==> src/hdl/iatan_pkg.sv <==
// iatan_pkg: widths, constants, correction table and side-band struct for the
// integer bearing pipeline. No dependencies.
`default_nettype none

package iatan_pkg;

  // input field width (valid range 8..20)
  localparam int unsigned InW         = 16;
  // Q10 octant scale: 1 << AngBits stands for 45 degrees
  localparam int unsigned AngBits     = 10;
  localparam int unsigned OutW        = 9;
  localparam int unsigned DegPerOct   = 45;

  // divider: numerator magnitude never exceeds the denominator
  localparam int unsigned DivW        = InW + 1;
  localparam int unsigned QuoW        = AngBits + 1;
  localparam int unsigned StepsPerStg = 2;
  localparam int unsigned DivStg      = (QuoW + StepsPerStg - 1) / StepsPerStg;

  // coarse angle 0..4 octants, unsigned, then signed after correction
  localparam int unsigned AngUW       = AngBits + 3;
  localparam int unsigned AngW        = AngUW + 1;
  localparam int unsigned ProdW       = AngW + 7;
  localparam int unsigned TabBits     = 5;
  localparam int unsigned TabW        = 8;
  localparam int unsigned Rnd         = (1 << (AngBits - 1)) / DegPerOct;

  typedef struct packed {
    logic zero;     // both inputs zero
    logic y_neg;
    logic x_neg;
    logic num_neg;  // sign of the quotient
  } side_t;

  function automatic logic signed [TabW-1:0] fix_lut(input logic [TabBits-1:0] idx);
    logic signed [TabW-1:0] v;
    case (idx)
      5'd0:    v = 8'sd0;
      5'd1:    v = -8'sd23;
      5'd2:    v = -8'sd42;
      5'd3:    v = -8'sd59;
      5'd4:    v = -8'sd72;
      5'd5:    v = -8'sd83;
      5'd6:    v = -8'sd89;
      5'd7:    v = -8'sd92;
      5'd8:    v = -8'sd92;
      5'd9:    v = -8'sd88;
      5'd10:   v = -8'sd81;
      5'd11:   v = -8'sd71;
      5'd12:   v = -8'sd58;
      5'd13:   v = -8'sd43;
      5'd14:   v = -8'sd27;
      5'd15:   v = -8'sd9;
      5'd16:   v = 8'sd9;
      5'd17:   v = 8'sd27;
      5'd18:   v = 8'sd43;
      5'd19:   v = 8'sd58;
      5'd20:   v = 8'sd71;
      5'd21:   v = 8'sd81;
      5'd22:   v = 8'sd88;
      5'd23:   v = 8'sd92;
      5'd24:   v = 8'sd92;
      5'd25:   v = 8'sd89;
      5'd26:   v = 8'sd83;
      5'd27:   v = 8'sd72;
      5'd28:   v = 8'sd59;
      5'd29:   v = 8'sd42;
      5'd30:   v = 8'sd23;
      5'd31:   v = 8'sd0;
      default: v = 8'sd0;
    endcase
    return v;
  endfunction

endpackage

`default_nettype wire

==> src/hdl/integer_atan2_degrees.sv <==
// integer_atan2_degrees: pipelined bearing of a signed (x, y) pair in whole
// degrees. Depends on iatan_pkg (widths, correction table, side_t).
//
//  channel  | signals                           | dir | transaction
//  ---------+-----------------------------------+-----+------------------------------
//  command  | start, busy, coord_y_i, coord_x_i | in  | edge with start high, busy low
//  result   | done_o, bearing_degrees_o         | out | one-cycle strobe on done_o
//
// One pair may enter every cycle; busy is never raised. DivStg + 3 register
// stages (9 at the default widths): an input register, DivStg divider stages
// of up to StepsPerStg restoring steps each, a correction stage and a
// scale/negate stage feeding the output register; the divider stages set the
// depth. Reset clears the valid bits only; data registers are not reset.
// The receiver cannot stall, so nothing in the pipe ever waits.
`default_nettype none

module integer_atan2_degrees (
  input  wire logic                              clk_i,
  input  wire logic                              rst_ni,
  input  wire logic                              start,
  output logic                                   busy,
  input  wire logic signed [iatan_pkg::InW-1:0]  coord_y_i,
  input  wire logic signed [iatan_pkg::InW-1:0]  coord_x_i,
  output logic                                   done_o,
  output logic signed [iatan_pkg::OutW-1:0]      bearing_degrees_o
);

  import iatan_pkg::*;

  // ------------------------------------------------------------------
  // Stage 0: magnitudes, numerator and denominator of the octant ratio.
  // x >= 0: (x - |y|) / (x + |y|);  x < 0: (x + |y|) / (|y| - x).
  // ------------------------------------------------------------------
  logic signed [InW+1:0] ys, xs, ay, num, den_s, numa;
  side_t                 side0_d;

  always_comb begin
    ys = (InW+2)'(coord_y_i);
    xs = (InW+2)'(coord_x_i);
    ay = ys[InW+1] ? -ys : ys;
    if (!xs[InW+1]) begin
      num   = xs - ay;
      den_s = xs + ay;
    end else begin
      num   = xs + ay;
      den_s = ay - xs;
    end
    numa            = num[InW+1] ? -num : num;
    side0_d.zero    = (coord_x_i == '0) && (coord_y_i == '0);
    side0_d.y_neg   = coord_y_i[InW-1];
    side0_d.x_neg   = coord_x_i[InW-1];
    side0_d.num_neg = num[InW+1];
  end

  // pipeline arrays: index 0 is the input register, 1..DivStg the divider
  logic            valid_q [DivStg+1];
  side_t           side_q  [DivStg+1];
  logic [DivW-1:0] rem_q   [DivStg+1];
  logic [DivW-1:0] den_q   [DivStg+1];
  logic [QuoW-1:0] quo_q   [DivStg+1];

  always_ff @(posedge clk_i or negedge rst_ni) begin
    if (!rst_ni) begin
      valid_q[0] <= 1'b0;
    end else begin
      valid_q[0] <= start && !busy;
    end
  end

  always_ff @(posedge clk_i) begin
    side_q[0] <= side0_d;
    rem_q[0]  <= numa[DivW-1:0];
    den_q[0]  <= den_s[DivW-1:0];
    quo_q[0]  <= '0;
  end

  // ------------------------------------------------------------------
  // Divider: restoring, one quotient bit per step, MSB (integer bit) first.
  // The first step compares without doubling since |num| <= den.
  // ------------------------------------------------------------------
  for (genvar s = 1; s <= DivStg; s++) begin : g_div
    logic [DivW-1:0] rem_d;
    logic [QuoW-1:0] quo_d;
    logic [DivW:0]   trial;

    always_comb begin
      rem_d = rem_q[s-1];
      quo_d = quo_q[s-1];
      trial = '0;
      for (int k = 0; k < StepsPerStg; k++) begin
        if ((s - 1) * StepsPerStg + k < QuoW) begin
          if ((s - 1) * StepsPerStg + k == 0) begin
            trial = {1'b0, rem_d};
          end else begin
            trial = {rem_d, 1'b0};
          end
          if (trial >= {1'b0, den_q[s-1]}) begin
            trial = trial - {1'b0, den_q[s-1]};
            quo_d = {quo_d[QuoW-2:0], 1'b1};
          end else begin
            quo_d = {quo_d[QuoW-2:0], 1'b0};
          end
          rem_d = trial[DivW-1:0];
        end
      end
    end

    always_ff @(posedge clk_i or negedge rst_ni) begin
      if (!rst_ni) begin
        valid_q[s] <= 1'b0;
      end else begin
        valid_q[s] <= valid_q[s-1];
      end
    end

    always_ff @(posedge clk_i) begin
      side_q[s] <= side_q[s-1];
      den_q[s]  <= den_q[s-1];
      rem_q[s]  <= rem_d;
      quo_q[s]  <= quo_d;
    end
  end

  // ------------------------------------------------------------------
  // Correction stage: coarse angle, table lookup, corrected angle.
  // ------------------------------------------------------------------
  localparam logic [AngUW-1:0] Base1 = AngUW'(1 << AngBits);
  localparam logic [AngUW-1:0] Base3 = AngUW'(3 << AngBits);

  logic [AngUW-1:0]       ang, ang_rnd, base;
  logic [TabBits-1:0]     idx;
  logic signed [AngW-1:0] corr_d, corr_q;
  logic                   valid_c_q;
  side_t                  side_c_q;

  always_comb begin
    base    = side_q[DivStg].x_neg ? Base3 : Base1;
    ang     = side_q[DivStg].num_neg ? base + AngUW'(quo_q[DivStg])
                                     : base - AngUW'(quo_q[DivStg]);
    ang_rnd = ang + AngUW'(Rnd);
    // index wraps modulo the table size
    idx     = ang_rnd[AngBits:AngBits-TabBits+1];
    corr_d  = $signed({1'b0, ang}) + AngW'(fix_lut(idx));
  end

  always_ff @(posedge clk_i or negedge rst_ni) begin
    if (!rst_ni) begin
      valid_c_q <= 1'b0;
    end else begin
      valid_c_q <= valid_q[DivStg];
    end
  end

  always_ff @(posedge clk_i) begin
    corr_q   <= corr_d;
    side_c_q <= side_q[DivStg];
  end

  // ------------------------------------------------------------------
  // Scale stage: degrees = floor((ang*45 + 512) / 1024), sign from y, zero for (0, 0).
  // ------------------------------------------------------------------
  localparam int unsigned Half = 1 << (AngBits - 1);

  logic signed [ProdW-1:0] prod, shifted;
  logic signed [OutW-1:0]  deg, bearing_d, bearing_q;
  logic                    done_q;

  always_comb begin
    prod    = ProdW'(corr_q) * $signed(ProdW'(DegPerOct)) + $signed(ProdW'(Half));
    shifted = prod >>> AngBits;
    deg     = shifted[OutW-1:0];
    if (side_c_q.zero) begin
      bearing_d = '0;
    end else if (side_c_q.y_neg) begin
      bearing_d = -deg;
    end else begin
      bearing_d = deg;
    end
  end

  always_ff @(posedge clk_i or negedge rst_ni) begin
    if (!rst_ni) begin
      done_q <= 1'b0;
    end else begin
      done_q <= valid_c_q;
    end
  end

  always_ff @(posedge clk_i) begin
    bearing_q <= bearing_d;
  end

  assign busy              = 1'b0;
  assign done_o            = done_q;
  assign bearing_degrees_o = bearing_q;

endmodule

`default_nettype wire
==> config.mk <==
export PLATFORM = sky130hd
export DESIGN_NAME = integer_atan2_degrees
export DESIGN_NICKNAME = d
export VERILOG_FILES = /design/src/hdl/iatan_pkg.sv /design/src/hdl/integer_atan2_degrees.sv
export SDC_FILE = /design/constraint.sdc
export NUM_CORES = 1
export LEC_CHECK = 0
export BUFFER_PORTS_ARGS = -buffer_cell sky130_fd_sc_hd__buf_4
export CAP_MARGIN = 40
export CORE_ASPECT_RATIO = 1.25
export CORE_MARGIN = 4
export CORE_UTILIZATION = 60
export CTS_BUF_LIST = sky130_fd_sc_hd__clkbuf_8
export CTS_CLUSTER_SIZE = 30
export DETAILED_ROUTE_END_ITERATION = 8
export PLACE_DENSITY = 0.85
export SLEW_MARGIN = 20
export SYNTH_ARGS = -nofsm -noshare
export SYNTH_HDL_FRONTEND = slang
export SYNTH_SLANG_ARGS = --single-unit
==> constraint.sdc <==
create_clock -name clk_i -period 6 [get_ports clk_i]
set_input_delay 0.6 -clock clk_i [delete_from_list [all_inputs] [get_ports clk_i]]
set_output_delay 0.6 -clock clk_i [all_outputs]
set_load 0.005 [all_outputs]
== Yosys cells after proc, flatten, opt, wreduce, memory -nomap -nowiden ==
Memory sizes are Yosys's and may differ from the RTL's.
Index checks and enable logic that the tools add are counted.

* Output and inout port bits: 11
* Memories: 5
* ROM bits: 256
* Logic and storage cells: 84
* RAM bits: 343
* Bits in latches: 0
* Bits in registers: 34
* Input port bits: 35

{| class="wikitable"
|+ Memory list
! name !! depth !! bits a word !! read ports !! clocked after memory_dff !! wr ports !! RTL line !! source
|-
| (name not given) || 32 || 8 || 1 || 0 || 0 || iatan_pkg.sv:37 || <nowiki>case (idx)</nowiki>
|-
| den_q || 7 || 17 || 6 || 0 || 7 || integer_atan2_degrees.sv:59 || <nowiki>logic [DivW-1:0] den_q [DivStg+1];</nowiki>
|-
| rem_q || 7 || 17 || 6 || 0 || 7 || integer_atan2_degrees.sv:58 || <nowiki>logic [DivW-1:0] rem_q [DivStg+1];</nowiki>
|-
| quo_q || 7 || 11 || 7 || 0 || 7 || integer_atan2_degrees.sv:60 || <nowiki>logic [QuoW-1:0] quo_q [DivStg+1];</nowiki>
|-
| side_q || 7 || 4 || 7 || 0 || 7 || integer_atan2_degrees.sv:57 || <nowiki>side_t side_q [DivStg+1];</nowiki>
|}

* Divide/modulo/power cells: 0
* $mul: 1
* Equal/unequal tests: 0
* Bitwise logic cells: 0
* Mux-type cells: 29
* Reductions and logical operators: 3
* Add/subtract/negate cells: 22
* Magnitude comparators: 11
* Shift-type cells: 0

{| class="wikitable"
|+ Operator list
! kind !! number
|-
| $mux 17 || 13
|-
| $sub 17x17->17 || 11
|-
| $ge 18x17->1 || 10
|-
| $mux 18 || 2
|-
| $logic_not 16->1 || 2
|-
| $add 19x11->19 const B || 1
|-
| $mul 14x7->19 const B || 1
|-
| $add 16x18->18 || 1
|-
| $neg 16->18 || 1
|-
| $sub 16x18->18 || 1
|-
| $ge 17x17->1 || 1
|-
| $neg 17->17 || 1
|-
| $sub 17x16->17 || 1
|-
| $add 14x8->14 || 1
|-
| $add 12x11->13 || 1
|-
| $mux 13 || 1
|-
| $sub 12x11->13 || 1
|-
| $mux 12 || 1
|-
| $add 11x4->11 const B || 1
|-
| $mux 1 || 11
|-
| $mux 9 || 1
|-
| $neg 9->9 || 1
|-
| $logic_and 1x1->1 || 1
|}

== Depth between registers and ports, before layout ==
Gate-level depths: netlist (run 1).
An unclocked memory read counts as a cell.

* Depth in word-level cells: 7
* Mapped depth: 29
* Gate-level depth less buffers: 28

== Worst setup path before layout (run 1) ==
OpenSTA, ideal clock, no wires.

* Kind: register -> register
* Start point: memory quo_q[6][0] (netlist name)
* End point: register corr_q[13]
* Buffers on the path: 1
* Arrival time: 5.408 ns
* Setup slack: 0.465 ns
* Library setup time: 0.127 ns
* Cell stages (with the launch flop): 25
* Clock period less this slack: 5.535 ns
* Data required time: 5.873 ns
* Cells stage by stage: dfxtp_1 > inv_1 > ha_1 > nor4b_1 > a21oi_1 > xnor2_1 > inv_1 > and2_1 > xnor2_1 > ha_1 > clkbuf_1 > o21ai_0 > a221oi_1 > o32ai_1 > mux4_2 > ha_1 > a21oi_1 > o21ai_0 > a21oi_1 > nor2b_1 > o2111ai_1 > nand3_1 > o41ai_1 > o21ai_0 > xor2_1

{| class="wikitable"
|+ RTL lines
! item !! RTL line !! source
|-
| start, declared || integer_atan2_degrees.sv:60 ||
|-
| end signal, assigned || integer_atan2_degrees.sv:155 || <nowiki>corr_q <= corr_d;</nowiki>
|-
| end, declared || integer_atan2_degrees.sv:132 || <nowiki>logic signed [AngW-1:0] corr_d, corr_q;</nowiki>
|}

==> results of run 1 <==
-- area by class of cell --
class | instances | area, sq um | share of cell area, %
Clock buffer | 61 | 839.6 | 3.389
Tap cell | 486 | 608.1 | 2.454
Clock inverter | 26 | 239.0 | 0.9646
Antenna cell | 1 | 2.502 | 0.01010
Multi-Input combinational cell | 1958 | 15260 | 61.59
Sequential cell | 306 | 6172 | 24.91
Timing Repair Buffer | 74 | 569.3 | 2.298
Inverter | 289 | 1085 | 4.379
-- layer usage --
layer / wire length (um) / vias up
li1: - / 9289
met1: 20410 / 8962
met2: 28660 / 463
met3: 1803 / 210
met4: 3000 / 0
met5: 0 / -
-- worst max-delay path by stage --
stage | end | slack [ps] | cells past startpoint
floorplan | corr_q[13] | 460 | 24
global placement | corr_q[10] | 340 | 28
detailed placement | corr_q[10] | -70 | 28
CTS | corr_q[10] | 90 | 28
global route | rem_q[1][14] | -10 | 24
finish | rem_q[3][15] | 270 | 20
-- worst max-delay path: stages (launching register included) --
cell and delay (ps):
dfxtp_2 410, inv_1 120, fa_1 490, a21oi_1 160
o21ai_0 200, a221o_1 450, a41o_1 250, a31oi_1 270
o31ai_4 120, and2_1 200, ha_1 310, nor2b_1 140
o21ai_0 210, a21boi_0 160, o21ai_0 380, a2111oi_0 260
or4b_2 710, a31o_2 260, a21oi_1 180, xnor2_1 80
mux2_2 260
-- cell usage after synthesis (21+ instances only) --
master / instances
a211oi_1: 24
a21o_1: 85
a21oi_1: 193
clkbuf_1: 39
dfxtp_1: 297
fa_1: 35
ha_1: 312
inv_1: 287
mux2_2: 84
nand2_1: 152
nand2b_1: 28
nand3_1: 42
nand4_1: 21
nor2_1: 184
nor2b_1: 35
nor3_1: 40
o21a_1: 28
o21ai_0: 138
o21bai_1: 30
xnor2_1: 178
xor2_1: 53
-- repair_timing --
action | 4_1_cts | 5_1_grt
endpoints found under the hold margin | 9 | 0
cloned | 0 | 0
pin swaps | 0 | 1
setup buffers | 0 | 1
setup endpoints to repair | 3 | 54
hold buffers | 1 | 0
gates resized for setup | 2 | 23
-- metrics by stage --
step	cells	hold WS (ps)	worst slack, ps	area, sq um
after floorplan	2608	304.4	465.0	22610
after global placement	3107	310.0	341.5	23530
after detailed placement	3111	312.1	-69.65	23560
after CTS	3199	87.76	89.07	24660
after global routing	3201	94.54	-13.64	24780
final	3201	128.7	272.7	24780
-- state kept, by name (all words and copies together), names as in the netlist --
name	cells
rem_q	102
valid_q	7
side_c_q	2
valid_c_q	1
corr_q	14
done_o	1
den_q	101
quo_q	41
bearing_degrees_o	9
side_q	28
-- cell families after synthesis --
kind of cell	Yosys count
AO/OA/AOI/OAI	677
XOR/XNOR	231
adder cells (fa/ha/maj)	347
buffers and inverters	344
flip-flops	306
multiplexers	103
other	2
AND/OR/NAND/NOR	597
-- cells in the final DEF (no fill, tap or decap), drive strengths merged, types with 40 or more instances in the layout --
cell    instances
nor2          185
o21ai         142
mux2           92
nand2         153
clkbuf         61
inv           296
dfxtp         297
xor2           53
a21oi         196
nand3          42
nor3           40
a21o           85
xnor2         178
buf            73
ha            312
==> summary.md, run 1 <==
| Metric | Value |
|---|---|
| Status | `finished, final reports clean` |
| Largest family of logic cells by synthesized area | `adder cells` |
| Crit path DAT | `6200 ps` |
| Layout cells sized above 1 | `a little over a tenth` |
| Setup crit end kind | `register` |
| Register area share after synthesis | `27.29%` |
| Hold Path Class | `input pin to register` |
| Met2 GRT Util | `50.23%` |
| Die span in y | `approximately 230 um` |
| Top Ports | `46` |
| Synth top area share | `approximately a quarter` |
| Dpl hpwl | `43.27 mm` |
| Post-Route Utilization | `66.48%` |
| Peak Freq | `174.6 MHz` |
| Antenna-violating nets left | `0` |
| Max cap viols | `0` |
| Relative max-transition margin | `43.94%` |
| Final nets | `3059` |
| Initial antenna violation count | `1` |
| Ys async rst share | `2.941%` |
| Busiest grt layer | `met2` |
| Critical path required time | `6480 ps` |
| Die Span X | `181.6 um` |
| Post-synth top area cell | `dfxtp_1` |
| GPL Wtd Cong | `0.9466` |
| Number of fill cells | `2871` |
| FF+latch count, synth | `306` |
| EDFF count, synth | `0` |
| Fin crit period | `between 5000 and 6000 ps` |
| Clk Latency, worst-skew pair | `590 ps` |
| Worst Hold Endpoint | `valid_q[6]` |
| P&R area growth vs syn | `9.579%` |
| CTS buffer count | `48` |
| CTS H-Tree Depth | `2` |
| TritonRoute pass-1 iters | `9` |
| Mapped cell area | `22610 sq um` |
| Synth Area in Compound Gates | `19.62%` |
| Average wire per standard cell | `~17 um` |
| Netlist cell types | `89` |
| DR vias | `18920` |
| Mux share of post-synthesis cell area | `5.257%` |
| Crit path from | `den_q[2][0]` |
| GRT met3 Usage | `3.051%` |
| Worst hold stages | `1` |
| Hold Path Origin | `start` |
| Final worst clock skew | `~15 ps` |
| Setup TNS | `0 ps` |
| Fin. Hold Viols | `0` |
| Slew Limit Fails | `0` |
| Worst slew pin tran | `830.3 ps` |
| Met1 usage | `26.81%` |
| Routed WL | `53.87 mm` |
| Critical path class | `register to register` |
| Site Rows | `79` |
| Worst-path clk slew | `70 ps` |
| Initial Util | `60.67%` |
| DIE AREA | `about 41000 sq um` |
| Syn_area_per_cell | `8.672 sq um` |
| Fin crit share | `95.45%` |
| Top cells by area, synth | `dfxtp_1 26%, ha_1 17%, xnor2_1 6.9%, inv_1 4.8%, a21oi_1 4.3%` |
| Clock sinks | `306` |
| Core area | `37260 sq um` |
| Clk buf depth | `3` |
| Largest net degree at the start of global routing | `52` |
| CTS root buf | `clkbuf_8` |
| Endpoints failing setup | `0` |
| # DRC | `0` |
| First-pass GRT wire length | `89.12 mm` |
| Post-synthesis adder-cell area fraction | `20.37%` |
| Post-synthesis xor/xnor area fraction | `8.949%` |
| Clock tree from TritonCTS | `done` |
| Startpoint types | `register` |
| R2r setup slk | `270 ps` |
| FF-to-FF path depth | `20` |
| IO buf count | `44` |
| DR iter-0 viols | `between 1000 and 1500` |
| Top_reg_cell synth | `dfxtp_1` |
| Tot GR Track Use | `25.77%` |
| RR Endpoint | `rem_q[3][15]` |
| Vias in the first global route | `19240` |
| Crit Path Max Fanout | `7` |
| Mapped Cells | `~2600` |
| Post-Synth Simple-Gate Area | `12.66%` |
| Grt total ovfl | `0` |
| Vias per cell | `5.912` |
| Total of warnings raised by yosys | `0` |
| Reg2Reg Launch Point | `den_q[2][0]` |
Power of run 1 is left out: the tool's default activity adds up to more than one toggle a clock period on the data nets, which glitch-free logic cannot reach.
==> inputs of run 2 (changes only) <==
--- a/config.mk
+++ b/config.mk
@@ -5,6 +5,7 @@
 export SDC_FILE = /design/constraint.sdc
 export NUM_CORES = 1
 export LEC_CHECK = 0
+export ABC_AREA = 1
 export BUFFER_PORTS_ARGS = -buffer_cell sky130_fd_sc_hd__buf_4
 export CAP_MARGIN = 40
 export CORE_ASPECT_RATIO = 1.25
==> run 2 against run 1 <==
  * Final cell count increased by 26%
  * Synthesized area increased by 7.3%
  * Register-to-register slack improved by 850 ps
  * Clock-buffer cell count decreased by 2
  * Global-route usage increased by 1.3 points
  * Non-clock buffer count decreased by 26
  * Utilization decreased by 1.5 points
  * Clock skew increased by 8.9 ps
  * Worst hold slack improved by 13 ps
==> summary.md, run 2 <==
| Metric | Value |
|---|---|
| Status | `finished, final reports clean (unchanged)` |
| Fin. Hold Viols | `0 (unchanged)` |
| Top_reg_cell synth | `dfxtp_1 (unchanged)` |
| Relative max-transition margin | `51.79% (was 43.94%)` |
| Fin crit period | `4881 ps (was 5727 ps)` |
| Pre-CTS WS | `1111 ps (was -69.65 ps)` |
| Post-Route Utilization | `65.01% (was 66.48%)` |
| Crit Path Max Fanout | `32 (was 7)` |
| FF+latch count, synth | `306 (unchanged)` |
| Clk buf depth | `3 (unchanged)` |
| Critical path class | `register to register (unchanged)` |
| Post-synth top area cell | `dfxtp_1 (unchanged)` |
| Dpl hpwl | `49.92 mm (was 43.27 mm)` |
| Max cap viols | `0 (unchanged)` |
| Peak Freq | `204.9 MHz (was 174.6 MHz)` |
| Most flop-heavy register | `rem_q (unchanged)` |
| Top cells by area, synth | `dfxtp_1 25%, ha_1 16%, nand2_1 14%, inv_1 7.6%, a21oi_1 4.6% (was dfxtp_1 26%, ha_1 17%, xnor2_1 6.9%, inv_1 4.8%, a21oi_1 4.3%)` |
| Fin cells | `4023 (was 3201)` |
| Initial Util | `60.61% (was 60.67%)` |
| Crit path DAT | `5350 ps (was 6200 ps)` |
| Site Rows | `82 (was 79)` |
| Clock sinks | `306 (unchanged)` |
| Final worst slack | `1119 ps (was 272.7 ps)` |
| Placed cells | `3932 (was 3111)` |
| Initial antenna violation count | `1 (unchanged)` |
| CTS buffer count | `49 (was 48)` |
| Max FFs per register | `102 (unchanged)` |
| Worst slew pin tran | `716.5 ps (was 830.3 ps)` |
| Largest net degree at the start of global routing | `47 (was 52)` |
| FF-to-FF path depth | `24 (was 20)` |
| Setup TNS | `0 ps (unchanged)` |
| Number of fill cells | `3536 (was 2871)` |
| Setup crit end kind | `register (unchanged)` |
| Most common cell after layout, fill and taps aside | `nand2_1 (was ha_1)` |
| Final worst clock skew | `23.55 ps (was 14.69 ps)` |
| Startpoint types | `register (unchanged)` |
| Total of warnings raised by yosys | `0 (unchanged)` |
| Tot GR Track Use | `27.08% (was 25.77%)` |
| Setup Buffers After CTS | `0 (unchanged)` |
| R2r setup slk | `1120 ps (was 270 ps)` |
| IO buf count | `44 (unchanged)` |
| Syn_area_per_cell | `7.068 sq um (was 8.672 sq um)` |
| DR iter-0 viols | `1065 (was 1016)` |
| DR vias | `21920 (was 18920)` |
| Vias per cell | `5.449 (was 5.912)` |
| Worst-path clk slew | `60 ps (was 70 ps)` |
| Endpoints failing setup | `0 (unchanged)` |
| RSZ-0062 raised after global routing | `false` |
| Slew Limit Fails | `0 (unchanged)` |
| Routed WL | `59.86 mm (was 53.87 mm)` |
| Post-synth top cells | `912 x nand2_1, 488 x inv_1, 312 x ha_1 (was 312 x ha_1, 297 x dfxtp_1, 287 x inv_1)` |
| Clk Latency, worst-skew pair | `580 ps (was 590 ps)` |
| Worst hold stages | `1 (unchanged)` |
| Core area | `40010 sq um (was 37260 sq um)` |
| Most frequent cells in the layout | `912 x nand2_1, 495 x inv_1, 312 x ha_1 (was 311 x ha_1, 296 x dfxtp_1, 295 x inv_1)` |
| Synth top area share | `24.52% (was 26.30%)` |
| Mapped cell area | `24250 sq um (was 22610 sq um)` |
| Register area share after synthesis | `25.45% (was 27.29%)` |
| GPL Wtd Cong | `0.9851 (was 0.9466)` |
| Clock tree from TritonCTS | `done (unchanged)` |
| TritonRoute pass-1 iters | `7 (was 9)` |
| Die Span X | `187.8 um (was 181.6 um)` |
| CTS H-Tree Depth | `2 (unchanged)` |
| P&R area growth vs syn | `7.264% (was 9.579%)` |
| CTS root buf | `clkbuf_8 (unchanged)` |
| Critical path required time | `6470 ps (was 6480 ps)` |
| Top Ports | `46 (unchanged)` |
| Ys async rst share | `2.941% (unchanged)` |
| # DRC | `0 (unchanged)` |
| Grt total ovfl | `0 (unchanged)` |
| Biggest regs | `rem_q (102), den_q (101), quo_q (41) (unchanged)` |
| Die span in y | `232.8 um (was 225.0 um)` |
| Antenna-violating nets left | `0 (unchanged)` |
| Post-CTS sizing | `0 (was 2)` |
| Average wire per standard cell | `14.88 um (was 16.83 um)` |
| Mapped Cells | `3431 (was 2607)` |
| Final nets | `3862 (was 3059)` |
| Netlist cell types | `62 (was 89)` |
| Post-CTS Hold Fix Bufs | `1 (unchanged)` |
| Layout cells sized above 1 | `6.595% (was 10.76%)` |
| Fin crit share | `81.36% (was 95.45%)` |
| Hold Path Class | `input pin to register (unchanged)` |
| DIE AREA | `43720 sq um (was 40870 sq um)` |
| First-pass GRT wire length | `99.16 mm (was 89.12 mm)` |
| Most common cell in the netlist | `nand2_1 (was ha_1)` |
| Vias in the first global route | `21790 (was 19240)` |
| EDFF count, synth | `0 (unchanged)` |
==> run 2: changes by cell type after synthesis, sizes merged, moves of 60 or more <==
cell / before / now
nand2: 153 / 940
inv: 287 / 505
o21ai: 142 / 239
nand3: 42 / 201
mux2: 92 / 0
a21o: 85 / 25
xnor2: 178 / 83
xor2: 53 / 123
==> run 2: final timing paths <==
path | start | end
setup / recovery | den_q[0][8] | rem_q[1][15]
hold / removal | start | valid_q[6]
setup reg to reg | den_q[0][8] | rem_q[1][15]
hold reg to reg | quo_q[2][3] | quo_q[3][5]
max in group asynchronous | rst_ni | valid_q[2]
min in group asynchronous | rst_ni | valid_c_q
==> run 2: layer usage <==
metal / track usage [%] / vias up / share of wire, %
li1: - / 11250 / -
met3: 3.061 / 225 / 3.4
met5: 0 / - / 0
met4: 17.53 / 0 / 7.1
met1: 26.73 / 9952 / 37
met2: 53.09 / 493 / 52
==> run 2: per-stage QoR <==
| step | cell area, sq um | hold slack (ps) |
|---|---|---|
| global route | 26010 | 105.5 |
| CTS | 26010 | 106.6 |
| floorplan | 24250 | 304.4 |
| global placement | 24880 | 310.3 |
| finish | 26010 | 141.7 |
| detailed placement | 24890 | 312.1 |
==> run 2: cell type report <==
| cell class | instances | area, sq um | area share (%) |
|---|---|---|---|
| Multi-Input combinational cell | 2570 | 15830 | 60.87 |
| Sequential cell | 306 | 6171 | 23.72 |
| Inverter | 505 | 1901 | 7.306 |
| Clock buffer | 59 | 812.0 | 3.122 |
| Tap cell | 504 | 630.6 | 2.424 |
| Timing Repair Buffer | 48 | 360.3 | 1.385 |
| Clock inverter | 30 | 301.5 | 1.159 |
| Antenna cell | 1 | 2.502 | 0.009620 |
==> run 2: logic make-up after synthesis <==
logic type                 Yosys count  synth area share [%]
xor gates and xnor gates           206                 7.579
and+or+nand+nor                   1445                 25.36
DFF                                306                 25.45
other                                2               0.03097
adders and majority gates          347                 18.99
buffers and inverters              556                 9.277
AOI/OAI and AO/OA                  569                 13.32
==> run 2: critical path, cell delays in order (launching register included) <==
cell,delay [ps]
dfxtp_1,330
inv_1,80
ha_1,370
a21oi_1,230
a21boi_0,240
nand3_1,230
nand3_1,140
nand2_2,180
inv_2,340
o21ai_0,320
fa_1,490
nand2_1,80
nand2_1,50
a21oi_1,220
o21ai_1,180
nand3_1,110
nand2_1,80
nand2_1,70
nand3_1,60
nand2_1,60
nand2_1,80
nor2_4,510
inv_1,170
nand2_1,90
nand2_1,60
Power of run 2 is left out for the same reason.
